--- src/rtl/sdmt_pkg.sv ---
`timescale 1ns / 1ps
// ----------------------------------------------------------------------------
// sdmt_pkg: shared types and constants of the still-dwell motion trigger
// Register indexes, register reset values, field widths and the groups of
// signals passed between the sensor lanes, the control stage and the top.
// ----------------------------------------------------------------------------
package sdmt_pkg;

	// Configuration port widths
	localparam int CFG_INDEX_W = 3;
	localparam int CFG_DATA_W  = 16;

	// Threshold and dwell register widths
	localparam int LIMIT_W   = 15;
	localparam int PERIOD_W  = 16;

	// Register indexes
	localparam logic [CFG_INDEX_W-1:0] REG_ACC_LIMIT         = 3'd0;
	localparam logic [CFG_INDEX_W-1:0] REG_GRAVITY_LEVEL     = 3'd1;
	localparam logic [CFG_INDEX_W-1:0] REG_GRAVITY_TOLERANCE = 3'd2;
	localparam logic [CFG_INDEX_W-1:0] REG_GYRO_LIMIT        = 3'd3;
	localparam logic [CFG_INDEX_W-1:0] REG_STILL_SAMPLES     = 3'd4;
	localparam logic [CFG_INDEX_W-1:0] REG_STOP_SAMPLES      = 3'd5;

	// Register reset values
	localparam logic [LIMIT_W-1:0]  ACC_LIMIT_RST         = 15'd205;
	localparam logic [LIMIT_W-1:0]  GRAVITY_LEVEL_RST     = 15'd2509;
	localparam logic [LIMIT_W-1:0]  GRAVITY_TOLERANCE_RST = 15'd128;
	localparam logic [LIMIT_W-1:0]  GYRO_LIMIT_RST        = 15'd205;
	localparam logic [PERIOD_W-1:0] STILL_SAMPLES_RST     = 16'd15;
	localparam logic [PERIOD_W-1:0] STOP_SAMPLES_RST      = 16'd5;

	// Still-test thresholds shared by both lanes
	typedef struct packed {
		logic [LIMIT_W-1:0] acc_limit;
		logic [LIMIT_W-1:0] gravity_level;
		logic [LIMIT_W-1:0] gravity_tolerance;
		logic [LIMIT_W-1:0] gyro_limit;
	} thr_t;

	// Dwell and stop periods for the control stage
	typedef struct packed {
		logic [PERIOD_W-1:0] still_samples;
		logic [PERIOD_W-1:0] stop_samples;
	} period_t;

	// Lane results merged by the control stage
	typedef struct packed {
		logic ref_still;
		logic mon_moving;
	} flags_t;

endpackage

--- src/rtl/sdmt_if.sv ---
`timescale 1ns / 1ps
// ----------------------------------------------------------------------------
// sdmt_if: channel interfaces of the still-dwell motion trigger
// Sample request channel, result channel and configuration write channel,
// each with valid/ready handshake and a source and a sink modport.
// ----------------------------------------------------------------------------
interface sdmt_sample_if #(
	parameter int SAMPLE_WIDTH = 16
);
	logic                           valid;
	logic                           ready;
	logic signed [SAMPLE_WIDTH-1:0] ref_acc_x;
	logic signed [SAMPLE_WIDTH-1:0] ref_acc_y;
	logic signed [SAMPLE_WIDTH-1:0] ref_acc_z;
	logic signed [SAMPLE_WIDTH-1:0] ref_rate_x;
	logic signed [SAMPLE_WIDTH-1:0] ref_rate_y;
	logic signed [SAMPLE_WIDTH-1:0] ref_rate_z;
	logic signed [SAMPLE_WIDTH-1:0] mon_acc_x;
	logic signed [SAMPLE_WIDTH-1:0] mon_acc_y;
	logic signed [SAMPLE_WIDTH-1:0] mon_acc_z;
	logic signed [SAMPLE_WIDTH-1:0] mon_rate_x;
	logic signed [SAMPLE_WIDTH-1:0] mon_rate_y;
	logic signed [SAMPLE_WIDTH-1:0] mon_rate_z;

	modport source (
		output valid, ref_acc_x, ref_acc_y, ref_acc_z, ref_rate_x, ref_rate_y, ref_rate_z,
		output mon_acc_x, mon_acc_y, mon_acc_z, mon_rate_x, mon_rate_y, mon_rate_z,
		input  ready
	);
	modport sink (
		input  valid, ref_acc_x, ref_acc_y, ref_acc_z, ref_rate_x, ref_rate_y, ref_rate_z,
		input  mon_acc_x, mon_acc_y, mon_acc_z, mon_rate_x, mon_rate_y, mon_rate_z,
		output ready
	);
endinterface

interface sdmt_result_if;
	logic valid;
	logic ready;
	logic drive_on;
	logic ref_confirmed;
	logic ref_still_now;
	logic mon_moving_now;

	modport source (
		output valid, drive_on, ref_confirmed, ref_still_now, mon_moving_now,
		input  ready
	);
	modport sink (
		input  valid, drive_on, ref_confirmed, ref_still_now, mon_moving_now,
		output ready
	);
endinterface

interface sdmt_cfg_if;
	logic                             valid;
	logic                             ready;
	logic [sdmt_pkg::CFG_INDEX_W-1:0] index;
	logic [sdmt_pkg::CFG_DATA_W-1:0]  data;

	modport source (
		output valid, index, data,
		input  ready
	);
	modport sink (
		input  valid, index, data,
		output ready
	);
endinterface

--- src/rtl/sdmt_still_lane.sv ---
`timescale 1ns / 1ps
// ----------------------------------------------------------------------------
// sdmt_still_lane: still test of one six-axis sensor
// Flags the sensor still when both lateral accelerations, the deviation of
// the vertical acceleration from gravity and all three rates lie strictly
// inside their limits. One lane serves the reference, one the monitored.
// ----------------------------------------------------------------------------
module sdmt_still_lane #(
	parameter int SAMPLE_WIDTH = 16
) (
	input  logic signed [SAMPLE_WIDTH-1:0] acc_x,
	input  logic signed [SAMPLE_WIDTH-1:0] acc_y,
	input  logic signed [SAMPLE_WIDTH-1:0] acc_z,
	input  logic signed [SAMPLE_WIDTH-1:0] rate_x,
	input  logic signed [SAMPLE_WIDTH-1:0] rate_y,
	input  logic signed [SAMPLE_WIDTH-1:0] rate_z,
	input  sdmt_pkg::thr_t                 thr,
	output logic                           still
);

	// Wide enough for a sample minus a threshold without overflow
	localparam int BASE_W = (SAMPLE_WIDTH > sdmt_pkg::LIMIT_W) ? SAMPLE_WIDTH
	                                                           : sdmt_pkg::LIMIT_W;
	localparam int DIFF_W = BASE_W + 2;

	function automatic logic [DIFF_W-1:0] mag_of(input logic signed [DIFF_W-1:0] v);
		mag_of = v[DIFF_W-1] ? DIFF_W'(-v) : DIFF_W'(v);
	endfunction

	logic signed [DIFF_W-1:0] grav_e;
	logic signed [DIFF_W-1:0] dz;
	logic        [DIFF_W-1:0] acc_lim_e;
	logic        [DIFF_W-1:0] tol_e;
	logic        [DIFF_W-1:0] rate_lim_e;
	logic                     acc_ok;
	logic                     vert_ok;
	logic                     rate_ok;

	// Extend thresholds and take the vertical deviation
	assign grav_e     = DIFF_W'($signed({1'b0, thr.gravity_level}));
	assign dz         = DIFF_W'(acc_z) - grav_e;
	assign acc_lim_e  = DIFF_W'(thr.acc_limit);
	assign tol_e      = DIFF_W'(thr.gravity_tolerance);
	assign rate_lim_e = DIFF_W'(thr.gyro_limit);

	// Strict compares on every axis
	assign acc_ok  = (mag_of(DIFF_W'(acc_x)) < acc_lim_e) &&
	                 (mag_of(DIFF_W'(acc_y)) < acc_lim_e);
	assign vert_ok = mag_of(dz) < tol_e;
	assign rate_ok = (mag_of(DIFF_W'(rate_x)) < rate_lim_e) &&
	                 (mag_of(DIFF_W'(rate_y)) < rate_lim_e) &&
	                 (mag_of(DIFF_W'(rate_z)) < rate_lim_e);

	assign still = acc_ok && vert_ok && rate_ok;

endmodule

--- src/rtl/sdmt_ctrl.sv ---
`timescale 1ns / 1ps
// ----------------------------------------------------------------------------
// sdmt_ctrl: dwell and drive control
// Merges the lane flags of one sample: times the reference dwell, confirms
// the reference, switches the drive on at monitored motion and times the
// stop after reference motion. State advances once per step.
// ----------------------------------------------------------------------------
module sdmt_ctrl #(
	parameter int COUNT_WIDTH = 16
) (
	input  logic              clk,
	input  logic              arst_n,
	input  logic              step,
	input  sdmt_pkg::flags_t  flags,
	input  sdmt_pkg::period_t periods,
	output logic              drive_q,
	output logic              confirmed_q
);

	localparam int CMP_W = (COUNT_WIDTH > sdmt_pkg::PERIOD_W) ? COUNT_WIDTH
	                                                          : sdmt_pkg::PERIOD_W;

	logic [COUNT_WIDTH-1:0] dwell_count_q;
	logic [COUNT_WIDTH-1:0] stop_count_q;
	logic                   dwell_active_q;

	logic [COUNT_WIDTH-1:0] dwell_d;
	logic [COUNT_WIDTH-1:0] stop_d;
	logic                   active_d;
	logic                   conf_d;
	logic                   drive_d;

	// Work out the state after one sample
	always_comb begin
		dwell_d  = dwell_count_q;
		stop_d   = stop_count_q;
		active_d = dwell_active_q;
		conf_d   = confirmed_q;
		drive_d  = drive_q;

		// Advance elapsed counters, saturating
		if (dwell_active_q && (dwell_count_q != '1)) begin
			dwell_d = dwell_count_q + 1'b1;
		end
		if (drive_q && (stop_count_q != '1)) begin
			stop_d = stop_count_q + 1'b1;
		end

		// Reference dwell
		if (flags.ref_still) begin
			if (!conf_d) begin
				if (!active_d) begin
					active_d = 1'b1;
					dwell_d  = '0;
				end
				if (CMP_W'(dwell_d) >= CMP_W'(periods.still_samples)) begin
					conf_d = 1'b1;
				end
			end
		end else begin
			active_d = 1'b0;
			dwell_d  = '0;
			if (conf_d) begin
				conf_d = 1'b0;
				if (drive_d) begin
					stop_d = '0;
				end
			end
		end

		// Drive on at monitored motion while confirmed
		if (conf_d && flags.mon_moving) begin
			drive_d = 1'b1;
		end

		// Drive off once the stop period has run out
		if (drive_d && !conf_d && (CMP_W'(stop_d) >= CMP_W'(periods.stop_samples))) begin
			drive_d = 1'b0;
		end
	end

	// Hold state between steps
	always_ff @(posedge clk or negedge arst_n) begin
		if (!arst_n) begin
			dwell_count_q  <= '0;
			stop_count_q   <= '0;
			dwell_active_q <= 1'b0;
			confirmed_q    <= 1'b0;
			drive_q        <= 1'b0;
		end else if (step) begin
			dwell_count_q  <= dwell_d;
			stop_count_q   <= stop_d;
			dwell_active_q <= active_d;
			confirmed_q    <= conf_d;
			drive_q        <= drive_d;
		end
	end

	// Drive switches on only with the reference confirmed
	assert property (@(posedge clk) disable iff (!arst_n)
		$rose(drive_q) |-> confirmed_q)
		else $error("drive switched on without confirmed reference");

	// Drive switches off only with the reference unconfirmed
	assert property (@(posedge clk) disable iff (!arst_n)
		$fell(drive_q) |-> !confirmed_q)
		else $error("drive switched off while reference confirmed");

	// Confirmation appears only on a step with a still reference
	assert property (@(posedge clk) disable iff (!arst_n)
		$rose(confirmed_q) |-> $past(step && flags.ref_still))
		else $error("confirmation without still reference step");

	// State holds between steps
	assert property (@(posedge clk) disable iff (!arst_n)
		!$past(step) |-> ($stable(drive_q) && $stable(confirmed_q) &&
		                  $stable(dwell_count_q) && $stable(stop_count_q)))
		else $error("control state changed without a step");

endmodule

--- src/rtl/still_dwell_motion_trigger_top.sv ---
`timescale 1ns / 1ps
// ----------------------------------------------------------------------------
// still_dwell_motion_trigger_top: still-dwell motion trigger
// Two still-test lanes (reference, monitored) feed a dwell and drive
// control stage. Configuration registers hold thresholds and periods.
//
//   channel  dir  handshake     payload
//   sample   in   valid/ready   ref_* and mon_* acc and rate, SAMPLE_WIDTH
//   result   out  valid/ready   drive_on, ref_confirmed, ref_still_now,
//                               mon_moving_now
//   cfg      in   valid/ready   index (3 bits), data (16 bits)
//
// A request is registered in the lane stage and then in the output stage;
// one request is taken every cycle while the result is not stalled.
// Reset clears the control state and loads the register reset values.
// A stalled result holds the output stage; the lane stage keeps accepting
// while it is empty, so one further request can wait behind a stall.
// Configuration writes are taken every cycle; unknown indexes are dropped.
// ----------------------------------------------------------------------------
module still_dwell_motion_trigger_top #(
	parameter int COUNT_WIDTH  = 16,
	parameter int SAMPLE_WIDTH = 16
) (
	input  logic         clk,
	input  logic         arst_n,
	sdmt_sample_if.sink  sample,
	sdmt_result_if.source result,
	sdmt_cfg_if.sink     cfg
);

	sdmt_pkg::thr_t    thr_q;
	sdmt_pkg::period_t periods_q;

	logic             ref_still;
	logic             mon_still;
	sdmt_pkg::flags_t flags_s1;
	logic             valid_s1;
	logic             ref_still_s2;
	logic             mon_moving_s2;
	logic             result_valid_q;
	logic             advance;
	logic             step;
	logic             drive;
	logic             confirmed;

	// Configuration registers
	assign cfg.ready = 1'b1;

	always_ff @(posedge clk or negedge arst_n) begin
		if (!arst_n) begin
			thr_q.acc_limit         <= sdmt_pkg::ACC_LIMIT_RST;
			thr_q.gravity_level     <= sdmt_pkg::GRAVITY_LEVEL_RST;
			thr_q.gravity_tolerance <= sdmt_pkg::GRAVITY_TOLERANCE_RST;
			thr_q.gyro_limit        <= sdmt_pkg::GYRO_LIMIT_RST;
			periods_q.still_samples <= sdmt_pkg::STILL_SAMPLES_RST;
			periods_q.stop_samples  <= sdmt_pkg::STOP_SAMPLES_RST;
		end else if (cfg.valid) begin
			unique case (cfg.index)
				sdmt_pkg::REG_ACC_LIMIT:
					thr_q.acc_limit <= cfg.data[sdmt_pkg::LIMIT_W-1:0];
				sdmt_pkg::REG_GRAVITY_LEVEL:
					thr_q.gravity_level <= cfg.data[sdmt_pkg::LIMIT_W-1:0];
				sdmt_pkg::REG_GRAVITY_TOLERANCE:
					thr_q.gravity_tolerance <= cfg.data[sdmt_pkg::LIMIT_W-1:0];
				sdmt_pkg::REG_GYRO_LIMIT:
					thr_q.gyro_limit <= cfg.data[sdmt_pkg::LIMIT_W-1:0];
				sdmt_pkg::REG_STILL_SAMPLES:
					periods_q.still_samples <= cfg.data[sdmt_pkg::PERIOD_W-1:0];
				sdmt_pkg::REG_STOP_SAMPLES:
					periods_q.stop_samples <= cfg.data[sdmt_pkg::PERIOD_W-1:0];
				default: begin
				end
			endcase
		end
	end

	// Reference and monitored still-test lanes
	sdmt_still_lane #(.SAMPLE_WIDTH(SAMPLE_WIDTH)) u_ref_lane (
		.acc_x  (sample.ref_acc_x),
		.acc_y  (sample.ref_acc_y),
		.acc_z  (sample.ref_acc_z),
		.rate_x (sample.ref_rate_x),
		.rate_y (sample.ref_rate_y),
		.rate_z (sample.ref_rate_z),
		.thr    (thr_q),
		.still  (ref_still)
	);

	sdmt_still_lane #(.SAMPLE_WIDTH(SAMPLE_WIDTH)) u_mon_lane (
		.acc_x  (sample.mon_acc_x),
		.acc_y  (sample.mon_acc_y),
		.acc_z  (sample.mon_acc_z),
		.rate_x (sample.mon_rate_x),
		.rate_y (sample.mon_rate_y),
		.rate_z (sample.mon_rate_z),
		.thr    (thr_q),
		.still  (mon_still)
	);

	// Pipeline handshake: output stage frees when empty or taken
	assign advance      = !result_valid_q || result.ready;
	assign sample.ready = !valid_s1 || advance;
	assign step         = valid_s1 && advance;

	// Lane stage: capture the still flags of an accepted request
	always_ff @(posedge clk or negedge arst_n) begin
		if (!arst_n) begin
			valid_s1 <= 1'b0;
		end else if (sample.ready) begin
			valid_s1 <= sample.valid;
		end
	end

	always_ff @(posedge clk) begin
		if (sample.ready) begin
			flags_s1.ref_still  <= ref_still;
			flags_s1.mon_moving <= !mon_still;
		end
	end

	// Merge stage: dwell and drive state
	sdmt_ctrl #(.COUNT_WIDTH(COUNT_WIDTH)) u_ctrl (
		.clk         (clk),
		.arst_n      (arst_n),
		.step        (step),
		.flags       (flags_s1),
		.periods     (periods_q),
		.drive_q     (drive),
		.confirmed_q (confirmed)
	);

	// Output stage
	always_ff @(posedge clk or negedge arst_n) begin
		if (!arst_n) begin
			result_valid_q <= 1'b0;
		end else if (advance) begin
			result_valid_q <= valid_s1;
		end
	end

	always_ff @(posedge clk) begin
		if (step) begin
			ref_still_s2  <= flags_s1.ref_still;
			mon_moving_s2 <= flags_s1.mon_moving;
		end
	end

	assign result.valid          = result_valid_q;
	assign result.drive_on       = drive;
	assign result.ref_confirmed  = confirmed;
	assign result.ref_still_now  = ref_still_s2;
	assign result.mon_moving_now = mon_moving_s2;

endmodule

--- src/flat_wrapper.sv ---
// flat-port wrapper written by rule: the top's interface ports become plain ports
module still_dwell_motion_trigger_top_flat 
#(
	parameter int COUNT_WIDTH  = 16,
	parameter int SAMPLE_WIDTH = 16
)
  (clk, arst_n, sample_valid, sample_ref_acc_x, sample_ref_acc_y, sample_ref_acc_z, sample_ref_rate_x, sample_ref_rate_y, sample_ref_rate_z, sample_mon_acc_x, sample_mon_acc_y, sample_mon_acc_z, sample_mon_rate_x, sample_mon_rate_y, sample_mon_rate_z, sample_ready, result_valid, result_drive_on, result_ref_confirmed, result_ref_still_now, result_mon_moving_now, result_ready, cfg_valid, cfg_index, cfg_data, cfg_ready);
  sdmt_sample_if #(.SAMPLE_WIDTH(SAMPLE_WIDTH)) sample_i ();
  sdmt_result_if result_i ();
  sdmt_cfg_if cfg_i ();
  input  logic clk;
  input  logic arst_n;
  input wire logic [$bits(sample_i.valid)-1:0] sample_valid;
  input wire logic [$bits(sample_i.ref_acc_x)-1:0] sample_ref_acc_x;
  input wire logic [$bits(sample_i.ref_acc_y)-1:0] sample_ref_acc_y;
  input wire logic [$bits(sample_i.ref_acc_z)-1:0] sample_ref_acc_z;
  input wire logic [$bits(sample_i.ref_rate_x)-1:0] sample_ref_rate_x;
  input wire logic [$bits(sample_i.ref_rate_y)-1:0] sample_ref_rate_y;
  input wire logic [$bits(sample_i.ref_rate_z)-1:0] sample_ref_rate_z;
  input wire logic [$bits(sample_i.mon_acc_x)-1:0] sample_mon_acc_x;
  input wire logic [$bits(sample_i.mon_acc_y)-1:0] sample_mon_acc_y;
  input wire logic [$bits(sample_i.mon_acc_z)-1:0] sample_mon_acc_z;
  input wire logic [$bits(sample_i.mon_rate_x)-1:0] sample_mon_rate_x;
  input wire logic [$bits(sample_i.mon_rate_y)-1:0] sample_mon_rate_y;
  input wire logic [$bits(sample_i.mon_rate_z)-1:0] sample_mon_rate_z;
  output wire logic [$bits(sample_i.ready)-1:0] sample_ready;
  output wire logic [$bits(result_i.valid)-1:0] result_valid;
  output wire logic [$bits(result_i.drive_on)-1:0] result_drive_on;
  output wire logic [$bits(result_i.ref_confirmed)-1:0] result_ref_confirmed;
  output wire logic [$bits(result_i.ref_still_now)-1:0] result_ref_still_now;
  output wire logic [$bits(result_i.mon_moving_now)-1:0] result_mon_moving_now;
  input wire logic [$bits(result_i.ready)-1:0] result_ready;
  input wire logic [$bits(cfg_i.valid)-1:0] cfg_valid;
  input wire logic [$bits(cfg_i.index)-1:0] cfg_index;
  input wire logic [$bits(cfg_i.data)-1:0] cfg_data;
  output wire logic [$bits(cfg_i.ready)-1:0] cfg_ready;
  assign sample_i.valid = sample_valid;
  assign sample_i.ref_acc_x = sample_ref_acc_x;
  assign sample_i.ref_acc_y = sample_ref_acc_y;
  assign sample_i.ref_acc_z = sample_ref_acc_z;
  assign sample_i.ref_rate_x = sample_ref_rate_x;
  assign sample_i.ref_rate_y = sample_ref_rate_y;
  assign sample_i.ref_rate_z = sample_ref_rate_z;
  assign sample_i.mon_acc_x = sample_mon_acc_x;
  assign sample_i.mon_acc_y = sample_mon_acc_y;
  assign sample_i.mon_acc_z = sample_mon_acc_z;
  assign sample_i.mon_rate_x = sample_mon_rate_x;
  assign sample_i.mon_rate_y = sample_mon_rate_y;
  assign sample_i.mon_rate_z = sample_mon_rate_z;
  assign sample_ready = sample_i.ready;
  assign result_valid = result_i.valid;
  assign result_drive_on = result_i.drive_on;
  assign result_ref_confirmed = result_i.ref_confirmed;
  assign result_ref_still_now = result_i.ref_still_now;
  assign result_mon_moving_now = result_i.mon_moving_now;
  assign result_i.ready = result_ready;
  assign cfg_i.valid = cfg_valid;
  assign cfg_i.index = cfg_index;
  assign cfg_i.data = cfg_data;
  assign cfg_ready = cfg_i.ready;
  still_dwell_motion_trigger_top #(.COUNT_WIDTH(COUNT_WIDTH), .SAMPLE_WIDTH(SAMPLE_WIDTH)) u_core (.clk(clk), .arst_n(arst_n), .sample(sample_i), .result(result_i), .cfg(cfg_i));
endmodule
--- config.mk ---
export PLATFORM = sky130hd
export DESIGN_NAME = still_dwell_motion_trigger_top_flat
export DESIGN_NICKNAME = d
export VERILOG_FILES = /design/src/rtl/sdmt_pkg.sv /design/src/rtl/sdmt_if.sv /design/src/rtl/sdmt_still_lane.sv /design/src/rtl/sdmt_ctrl.sv /design/src/rtl/still_dwell_motion_trigger_top.sv /design/src/flat_wrapper.sv
export SDC_FILE = /design/constraint.sdc
export NUM_CORES = 1
export LEC_CHECK = 0
export BUFFER_PORTS_ARGS = -buffer_cell sky130_fd_sc_hd__clkbuf_2
export CORE_ASPECT_RATIO = 1.2
export CORE_MARGIN = 4
export CORE_UTILIZATION = 37
export DETAILED_ROUTE_END_ITERATION = 8
export GPL_ROUTABILITY_DRIVEN = 0
export HOLD_SLACK_MARGIN = 0.12
export PLACE_DENSITY = 0.64
export SETUP_SLACK_MARGIN = 0.2
export SLEW_MARGIN = 10
export SYNTH_ARGS = -nofsm -noshare
export SYNTH_HDL_FRONTEND = slang
export SYNTH_SLANG_ARGS = --single-unit
export TNS_END_PERCENT = 20
--- constraint.sdc ---
create_clock -name clk -period 5.35 [get_ports clk]
set_input_delay 0.2675 -clock clk [delete_from_list [all_inputs] [get_ports clk]]
set_output_delay 0.2675 -clock clk [all_outputs]
set_load 0.01 [all_outputs]
* Yosys cells after proc, flatten, opt, wreduce, memory -nomap -nowiden
Cells that the tools add are included.
W data, S select, Z words.
** Cells by class
- Add/subtract/negate cells :: 16
- Order comparisons :: 14
- Eq/ne operators :: 8
- Multiplexer cells :: 29
- Reductions and logical operators :: 30
** Operators with widths (count)
- $lt A18 B15 Y1 :: 12
- $mux W18 :: 12
- $neg A16 Y18 :: 10
- $mux W16 :: 10
- $neg A18 Y18 :: 2
- $sub A16 B16 Y17 :: 2
- $add A16 B1 Y16 const B :: 2
- $ge A16 B16 Y1 :: 2
- $ne A16 B16 Y1 const B :: 2
- $logic_and A1 B1 Y1 :: 16
- $reduce_and A2 Y1 :: 7
- $mux W1 :: 7
- $eq A3 B2 Y1 const B :: 2
- $eq A3 B3 Y1 const B :: 2
- $logic_not A1 Y1 :: 4
- $eq A3 B1 Y1 const B :: 1
- $logic_not A3 Y1 :: 1
- $logic_or A1 B1 Y1 :: 2
- $ne A2 B2 Y1 const B :: 1
** Word-level totals
- Bits in registers :: 133
- Output and inout port bits :: 7
- Word-level logic and storage cells :: 114

* Depth between registers and ports, before layout
Gate-level depths: netlist of the first run.
- Depth after elaboration :: 15
- Depth in mapped cells :: 25
- Gate-level depth less buffers :: 24

* By module
Synthesis of the first run repeated with hierarchy kept, for this count alone.
** Second synthesis, totals
- Cell total of the unflattened synthesis :: 1920
- Area total of the unflattened synthesis :: 16498.3 um^2
** By module, submodules not included
- sdmt_still_lane at u_core.u_mon_lane :: instances 1, cells an instance 656, area each 4713.3 um^2, sequential area each 0.0 um^2
- sdmt_still_lane at u_core.u_ref_lane :: instances 1, cells an instance 631, area each 4568.1 um^2, sequential area each 0.0 um^2
- still_dwell_motion_trigger_top :: instances 1, cells an instance 215, area each 3885.0 um^2, sequential area each 2502.4 um^2
- sdmt_ctrl :: instances 1, cells an instance 418, area each 3331.9 um^2, sequential area each 875.8 um^2

* Least setup slack after synthesis of the first run
Ideal clock, no wire load.
- Path kind :: register to register
- Start point :: register u_core.thr_q[30] (netlist bit)
- End point :: register u_core.flags_s1[1] (netlist bit), data pin
- Arrival :: 4511 ps
- Slack :: 689 ps
- Cell stages (with the launch flop) :: 22
- Path buffers :: 1
- Cell sequence :: dfstp_2 > ha_1 > fa_1 > nor2b_1 > o21ai_1 > a21oi_1 > o21ai_0 > a211oi_1 > o31ai_1 > a21oi_1 > buf_2 > a21oi_1 > xnor2_1 > ha_1 > a2111oi_2 > o221ai_1 > nor3_1 > o21ai_0 > or4_1 > a2111oi_0 > o2111ai_1 > nor3b_2
** On the way
- Word-level cells in the longest chain between the ends :: 6
** Ends and longest elaborated chain
- from (decl) :: line still_dwell_motion_trigger_top.sv:31 : sdmt_pkg::thr_t thr_q;
- $sub A16 B16 Y17 (*) :: line sdmt_still_lane.sv:41 : assign dz = DIFF_W'(acc_z) - grav_e;
- $neg A18 Y18 :: line sdmt_still_lane.sv:27 : mag_of = v[DIFF_W-1] ? DIFF_W'(-v) : DIFF_W'(v);
- $mux W18 (*) :: line sdmt_still_lane.sv:27
- $lt A18 B15 Y1 (*) :: line sdmt_still_lane.sv:49 : assign vert_ok = mag_of(dz) < tol_e;
- $logic_and A1 B1 Y1 (*) (2 in a row) :: line sdmt_still_lane.sv:54 : assign still = acc_ok && vert_ok && rate_ok;
- named net u_core.ref_still :: line still_dwell_motion_trigger_top.sv:34 : logic ref_still;
- to (decl) :: line still_dwell_motion_trigger_top.sv:36 : sdmt_pkg::flags_t flags_s1;
The timed path passes the listed nets; every way through them passes the cells marked *.
A chain may end at the register's enable or synchronous reset.

* Worst setup path after layout of the first run
Ends and elaborated chain as after synthesis.

==> results of run 1 <==
==> layer usage <==
metal  GRT usage  vias up  share of wire
met4      0.0876        6          0.041
li1            -     7060              -
met3      0.0330      113          0.050
met2       0.369      380           0.50
met5           0        -        0.00090
met1       0.244     6799           0.41
==> worst max-delay path by stage <==
stage | from | end | slack, ns | depth (start not counted)
after CTS | u_core.thr_q[30] | u_core.flags_s1[1] | 0.20 | 20
after detailed placement | u_core.thr_q[30] | u_core.flags_s1[0] | 0.18 | 21
after global routing | u_core.thr_q[38] | u_core.flags_s1[0] | 0.07 | 20
after floorplan | u_core.thr_q[30] | u_core.flags_s1[1] | 0.69 | 21
after global placement | u_core.thr_q[33] | u_core.flags_s1[0] | 0.23 | 21
final | u_core.thr_q[30] | u_core.flags_s1[1] | 0.34 | 20
==> worst min-delay path, stage by stage <==
cell and delay, ns:
sky130_fd_sc_hd__clkbuf_2 0.08, sky130_fd_sc_hd__nand2b_1 0.11, sky130_fd_sc_hd__nand2b_1 0.06
==> sequential cells by signal, summed over array words and instances (netlist names) <==
signal / count
u_core.u_ctrl.dwell_active_q: 1
u_core.u_ctrl.stop_count_q: 16
u_core.u_ctrl.confirmed_q: 1
u_core.valid_s1: 1
u_core.result.mon_moving_now: 1
u_core.flags_s1: 2
u_core.result.valid: 1
u_core.u_ctrl.drive_q: 1
u_core.u_ctrl.dwell_count_q: 16
u_core.thr_q: 60
u_core.periods_q: 32
u_core.result.ref_still_now: 1
==> power by group <==
part	total [mW]	internal (mW)	switching, mW
logic	2.85	1.24	1.61
registers	1.32	1.21	0.104
clock network	1.23	0.760	0.475
total	5.40	3.21	2.19
==> cell families after synthesis <==
family                     after synthesis
other                                    1
adders and majority gates              246
and+or+nand+nor                        571
DFF                                    133
AOI/OAI and AO/OA                      479
muxes                                   47
buffers and inverters                  172
xor gates and xnor gates               193
==> cells in the final DEF, fill, tap and decap left out, drive strengths merged, types with 6 or more instances in the layout <==
cell     instances
mux2i           10
buf             21
a211oi           6
and2            24
nor2b           23
clkbuf         241
diode           11
o21a            20
o2111ai          9
dfstp           24
nor4b            8
xor2            26
and3            19
a31oi            9
or3             42
o31ai           53
or2             12
a21o            37
a2111oi          9
inv            127
o21ai          200
nand3           38
dfrtp          105
nand2          226
a21oi           78
a21boi          10
nor3            22
ha             244
nor2            55
mux2            37
o41ai            8
xnor2          167
o211ai           9
nand2b          41
nor4             7
nand4           16
or4             13
==> cell type report <==
cell class	count	share of cell area
antenna	11	0.00153
clock buffer	21	0.0256
clock inverter	11	0.00836
inverter	126	0.0263
multi-input combinational	1537	0.641
sequential	133	0.188
tap	539	0.0375
timing repair buffer	244	0.0717
==> repair_timing <==
action / CTS / global route
pin swaps: 1 / 22
setup buffers: 1 / 5
cloned: 0 / 0
endpoints found under the hold margin: 43 / 0
endpoints found under the setup margin: 1 / 2
resized for setup: 1 / 47
hold buffers: 3 / 0
==> reports/qor.csv, run 1 <==
stage;metric;value;unit
logic_synthesis;yosys_warn_count;0;
logic_synthesis;postSynth.topFlopCell;sky130_fd_sc_hd__dfrtp_1;
logic_synthesis;post_synth_num_cell_types;88;
floorplan;area_enclosed_by_the_die_boundary;44800;sq um
routing;drt_first_pass_iters;6;
critical_path;endpoint_kind;flip-flop;
routing;routed_via_density;5.48;
critical_path;setup.reg_to_reg.worst_slack;0.34;ns
logic_synthesis;synthDominantAreaCellType;sky130_fd_sc_hd__ha_1;
logic_synthesis;ys_top_cells_by_count;sky130_fd_sc_hd__ha_1 (244), sky130_fd_sc_hd__nand2_1 (226), sky130_fd_sc_hd__o21ai_0 (196);
critical_path;worstPathArrival;5.28;ns
cells_and_area;area_taken_by_multi_input_logic_gates;11500;sq um
sta;rsz0062_at_grt;yes;
sta;worst_pin_slew;0.966;ns
logic_synthesis;synth.mux.area_fraction;0.0337;
power;max-vdd-ir-drop;0.229;mV
critical_path;critical_path_class;reg2reg;
logic_synthesis;synth-compound-area-share;0.196;
logic_synthesis;synth_top_family_by_area;adder cells;
clock_network;max_h_tree_level;4;
worst_hold_path;timing.hold.worst.start;result_ready;
worst_hold_path;worstHoldPathType;in2reg;
clock_network;cts_made_buffers;17;
sta;relSlewSlack;0.353;
critical_path;regToRegStartpoint;u_core.thr_q[30];
logic_synthesis;yosysTopAreaCellShare;0.199;
floorplan;io-pin-count;223;
grt;grtUsageTotal;0.206;
floorplan;initial_core_util;0.375;
flow_run;maxcap_viol_count;0;
critical_path;cp_data_required_time;5.62;ns
logic_synthesis;synthTopCellsByArea;sky130_fd_sc_hd__ha_1 (20%), sky130_fd_sc_hd__dfrtp_1 (17%), sky130_fd_sc_hd__xnor2_1 (9.5%);
grt;via_count_of_the_first_global_routing_pass;14400;
logic_synthesis;postSynthNetCount;2304;
grt;grt_antenna_before_repair;11;
critical_path;critPathBufInv;0;
critical_path;maximum_fanout_along_the_worst_path;4;
critical_path;rr_endpoint;u_core.flags_s1[1];
worst_hold_path;min_path_cells;3;
floorplan;die-height;231;um
sta;maxSlewViolCount;0;
place;placedInstanceArea;17000;sq um
place;dp_worst_setup_slack;0.180;ns
sta;tns;0;ns
cells_and_area;syn_to_final_growth;17.2;%
critical_path;cpPeakStageDelay;0.64;ns
logic_synthesis;synth_adder_area_share;0.202;
routing;detail-route-antenna-nets;0;
worst_hold_path;min_delay_worst_endpoint;u_core.result.valid;
logic_synthesis;post_synthesis_share_of_cell_area_spent_on_xor_and_xnor_gates;0.110;
cells_and_area;fillerInstances;4011;
logic_synthesis;post_synth.cell_area_avg;8.32;sq um
place;dp_cells;2570;
power;power_leakage;8.20;nW
critical_path;critical-path-top-cell-by-count;sky130_fd_sc_hd__ha_1;
critical_path;setup.worst_path.start_class;flip-flop;
routing;initialDrtViolationCount;842;
clock_network;clock_tree_from_tritoncts;yes;
logic_synthesis;synth.yosys.seq_area_share;0.220;
power;power-per-cell-area;301;nW/um^2
sta;max_freq;200;MHz
routing;drc;0;
routing;avgRoutedWirePerCell;18.3;um
sta;setup_viol;0;
logic_synthesis;most_common_cell_in_the_netlist;sky130_fd_sc_hd__ha_1;
critical_path;cpLargestDelayFamily;compound AO/OA/AOI/OAI gates;
sta;layout_worst_path_cycle_share;0.936;
floorplan;design.core.area;40800;sq um
routing;routed_wl;47900;um
place;detailed_place_hpwl;38100;um
power;report.power.total;5.40;mW
cells_and_area;final_nets;2521;
logic_synthesis;yosys.area_share.simple;0.192;
cells_and_area;regArea;3380;sq um
sta;setup_ws;0.344;ns
cells_and_area;stdcell_count;2622;
clock_network;root_buffer;sky130_fd_sc_hd__clkbuf_16;
grt;grt_start_max_net_pins;49;
grt;grt_remaining_overflow;0;
routing;route.vias.total;14400;
place;portBuffers;221;
logic_synthesis;ys_ff_latch;133;
grt;grt_pass1_wl;74600;um
cells_and_area;layout.cell_area.non_filler;18000;sq um
logic_synthesis;netlist_instances;1842;
clock_network;cts-root-to-sink-buffers;2;
sta;timing.final.crit_period;5.01;ns
logic_synthesis;post_synth_instance_area;15300;sq um
outcome;run_status;completed;
clock_network;latest_clock_arrival_within_the_worst_skew_pair;0.42;ns
logic_synthesis;synth-async-reset-ratio;0.970;
clock_network;clkSinkCount;133;
sta;clk_skew;0.0108;ns
floorplan;core.rowCount;81;
cells_and_area;final_layout_size_suffix_gt1_frac;0.195;
critical_path;reg2reg_depth;20;
sta;hold-worst-slack;0.133;ns
sta;report.final.hold_viol_count;0;
clock_network;clkSlewWorstSetupHoldPaths;0.07;ns
critical_path;slowest_stage;sky130_fd_sc_hd__a2111oi_0;
cells_and_area;utilization;0.440;
critical_path;critical_path.cell_chain;ha_1 -> fa_1 -> nor2b_1 -> o21ai_2 -> a2111oi_0 -> a311oi_2 -> nand4_1 -> nand4bb_4 -> nor3_2 -> a21oi_1 -> xnor2_1 -> ha_1 -> a2111oi_2 -> o221ai_1 -> nor3_1 -> o21ai_0 -> or4_1 -> a2111oi_1 -> o2111ai_1 -> nor3b_2;
floorplan;die_w;194;um
logic_synthesis;synth_enable_flop_cells;4;
Power figures use the tool's default switching activity.
==> inputs of run 2 (changes only) <==
--- a/config.mk
+++ b/config.mk
@@ -8,11 +8,11 @@
 export BUFFER_PORTS_ARGS = -buffer_cell sky130_fd_sc_hd__clkbuf_2
 export CORE_ASPECT_RATIO = 1.2
 export CORE_MARGIN = 4
-export CORE_UTILIZATION = 37
+export CORE_UTILIZATION = 50
 export DETAILED_ROUTE_END_ITERATION = 8
 export GPL_ROUTABILITY_DRIVEN = 0
 export HOLD_SLACK_MARGIN = 0.12
-export PLACE_DENSITY = 0.64
+export PLACE_DENSITY = 0.79
 export SETUP_SLACK_MARGIN = 0.2
 export SLEW_MARGIN = 10
 export SYNTH_ARGS = -nofsm -noshare
==> run 2 against run 1 <==
  * Combinational power about the same
  * Global-route usage rose by 5.0 points
  * Clock-buffer cell count unchanged
  * Sequential cell count unchanged
  * First-iteration DRC count is 38% higher
  * Critical path type unchanged
  * Largest cell class unchanged
  * Largest power group unchanged
  * Highest routed layer unchanged
==> reports/qor.csv, run 2 (synthesized netlist as in run 1, its figures left out) <==
stage;metric;value;unit
critical_path;cp_data_required_time;5.52;ns
critical_path;endpoint_kind;flip-flop;
power;power-per-cell-area;302;nW/um^2
sta;layout_worst_path_cycle_share;0.931;
sta;timing.final.crit_period;4.98;ns
sta;clk_skew;0.00577;ns
floorplan;die-height;200;um
cells_and_area;most-common-layout-cells;sky130_fd_sc_hd__ha_1 (233), sky130_fd_sc_hd__nand2_1 (226), sky130_fd_sc_hd__clkbuf_2 (220), sky130_fd_sc_hd__o21ai_0 (190), sky130_fd_sc_hd__xnor2_1 (166);
sta;maxSlewViolCount;0;
routing;drc;0;
clock_network;cts_made_buffers;17;
cells_and_area;flip_flop_count_of_the_largest_register_after_layout;60;
critical_path;critical_path_class;reg2reg;
worst_hold_path;min_delay_worst_endpoint;u_core.result.valid;
worst_hold_path;timing.hold.worst.start;result_ready;
floorplan;io-pin-count;223;
routing;initialDrtViolationCount;1163;
clock_network;clkSinkCount;133;
outcome;run_status;completed;
grt;grtUsageTotal;0.256;
clock_network;max_h_tree_level;4;
routing;route.vias.total;14500;
floorplan;area_enclosed_by_the_die_boundary;33500;sq um
cells_and_area;final_nets;2526;
worst_hold_path;min_path_cells;3;
sta;rsz0062_at_grt;yes;
critical_path;rr_endpoint;u_core.flags_s1[0];
routing;routed_via_density;5.88;
critical_path;setup.reg_to_reg.worst_slack;0.37;ns
critical_path;worstPathArrival;5.15;ns
cells_and_area;max_flop_register;u_core.thr_q;
critical_path;setup.worst_path.start_class;flip-flop;
worst_hold_path;worstHoldPathType;in2reg;
sta;max_freq;201;MHz
cells_and_area;utilization;0.594;
sta;setup_viol;0;
sta;tns;0;ns
floorplan;die_w;168;um
routing;detail-route-antenna-nets;0;
routing;avgRoutedWirePerCell;18.2;um
grt;grt_remaining_overflow;0;
clock_network;cts-root-to-sink-buffers;2;
sta;worst_pin_slew;1.08;ns
sta;report.final.hold_viol_count;0;
floorplan;design.core.area;30000;sq um
place;detailed_place_hpwl;34700;um
grt;via_count_of_the_first_global_routing_pass;14000;
critical_path;reg2reg_depth;21;
routing;drt_first_pass_iters;6;
flow_run;maxcap_viol_count;0;
critical_path;maximum_fanout_along_the_worst_path;6;
place;portBuffers;221;
routing;routed_wl;44900;um
cells_and_area;final_common_cell;sky130_fd_sc_hd__ha_1;
clock_network;clkSlewWorstSetupHoldPaths;0.06;ns
power;max-vdd-ir-drop;0.240;mV
critical_path;regToRegStartpoint;u_core.thr_q[35];
grt;grt_antenna_before_repair;2;
cells_and_area;syn_to_final_growth;16.0;%
grt;grt_pass1_wl;70400;um
floorplan;initial_core_util;0.512;
clock_network;root_buffer;sky130_fd_sc_hd__clkbuf_16;
power;report.power.total;5.38;mW
clock_network;clock_tree_from_tritoncts;yes;
cells_and_area;final_layout_size_suffix_gt1_frac;0.200;
grt;grt_start_max_net_pins;65;
clock_network;latest_clock_arrival_within_the_worst_skew_pair;0.44;ns
power;power_leakage;8.20;nW
floorplan;core.rowCount;69;
cells_and_area;largestRegisters;u_core.thr_q x60, u_core.periods_q x32;
sta;relSlewSlack;0.279;
==> run 2: changes by cell type in the layout (fill, tap and decap cells not counted), moves of 2 or more <==
cell | before | now
sky130_fd_sc_hd__diode_2 | 11 | 4
sky130_fd_sc_hd__ha_2 | 3 | 7
sky130_fd_sc_hd__ha_1 | 237 | 233
sky130_fd_sc_hd__nor3_2 | 5 | 3
sky130_fd_sc_hd__clkinvlp_4 | 2 | 4
sky130_fd_sc_hd__nor4_2 | 0 | 2
sky130_fd_sc_hd__buf_4 | 21 | 26
==> run 2: cell type report <==
type                            count  area (sq um)
Antenna cell                        4          10.0
Clock buffer                       21           450
Clock inverter                     11           126
Fill cell                        2575         12200
Inverter                          126           473
Multi-Input combinational cell   1537         11500
Sequential cell                   133          3380
Tap cell                          390           488
Timing Repair Buffer              249          1330
==> run 2: layer usage <==
layer	track usage	wire length [um]	up-vias
li1	-	-	7054
met1	0.329	18900	6847
met2	0.446	21700	508
met3	0.0307	2330	123
met4	0.0926	1860	2
met5	0	12	-
==> run 2: power breakdown <==
part	switching [mW]	internal [mW]	leakage (nW)
Clock	0.477	0.698	0.270
Combinational	1.62	1.26	6.33
Sequential	0.107	1.21	1.60
==> run 2: what timing repair did <==
action	CTS	global route
gates resized for setup	4	54
pin swaps	0	28
setup endpoints to repair	2	2
hold endpoints to repair	24	0
hold buffers	3	0
buffers inserted	1	13
==> run 2: critical path, stage by stage, from the launching register on <==
cell and delay (ns):
sky130_fd_sc_hd__dfrtp_1 0.37, sky130_fd_sc_hd__inv_2 0.08, sky130_fd_sc_hd__ha_4 0.22, sky130_fd_sc_hd__xor2_1 0.17
sky130_fd_sc_hd__o31ai_1 0.23, sky130_fd_sc_hd__or4bb_4 0.57, sky130_fd_sc_hd__a22oi_2 0.19, sky130_fd_sc_hd__nand4bb_1 0.18
sky130_fd_sc_hd__nor2_1 0.13, sky130_fd_sc_hd__inv_1 0.08, sky130_fd_sc_hd__nor3_4 0.21, sky130_fd_sc_hd__a21oi_2 0.08
sky130_fd_sc_hd__xor2_1 0.15, sky130_fd_sc_hd__ha_2 0.23, sky130_fd_sc_hd__or4_4 0.49, sky130_fd_sc_hd__a2111oi_4 0.20
sky130_fd_sc_hd__nand4_1 0.12, sky130_fd_sc_hd__nor4_1 0.27, sky130_fd_sc_hd__and3_1 0.18, sky130_fd_sc_hd__o211ai_1 0.10
sky130_fd_sc_hd__nor4_2 0.30, sky130_fd_sc_hd__o221ai_1 0.15
==> run 2: worst max-delay path by stage <==
| stage | slack [ns] | end | depth (start not counted) | from |
|---|---|---|---|---|
| after detailed placement | 0.09 | u_core.flags_s1[0] | 21 | u_core.thr_q[31] |
| after floorplan | 0.69 | u_core.flags_s1[1] | 21 | u_core.thr_q[30] |
| after global placement | 0.35 | u_core.flags_s1[0] | 26 | sample_mon_acc_z[0] |
| after global routing | 0.07 | u_core.flags_s1[0] | 21 | u_core.thr_q[35] |
| final | 0.37 | u_core.flags_s1[0] | 21 | u_core.thr_q[35] |
| after CTS | 0.20 | u_core.flags_s1[1] | 20 | u_core.thr_q[33] |
==> run 2: through the flow <==
stage / setup slack [ns] / instances / instance area, sq um / hold WS [ns]
3_5_place_dp: 0.0901 / 2418 / 16800 / 0.198
3_3_place_gp: 0.350 / 2418 / 16800 / 0.196
6_report: 0.369 / 2471 / 17800 / 0.125
4_1_cts: 0.198 / 2454 / 17400 / 0.120
5_1_grt: 0.0665 / 2468 / 17800 / 0.162
2_1_floorplan: 0.689 / 1842 / 15300 / -0.0281
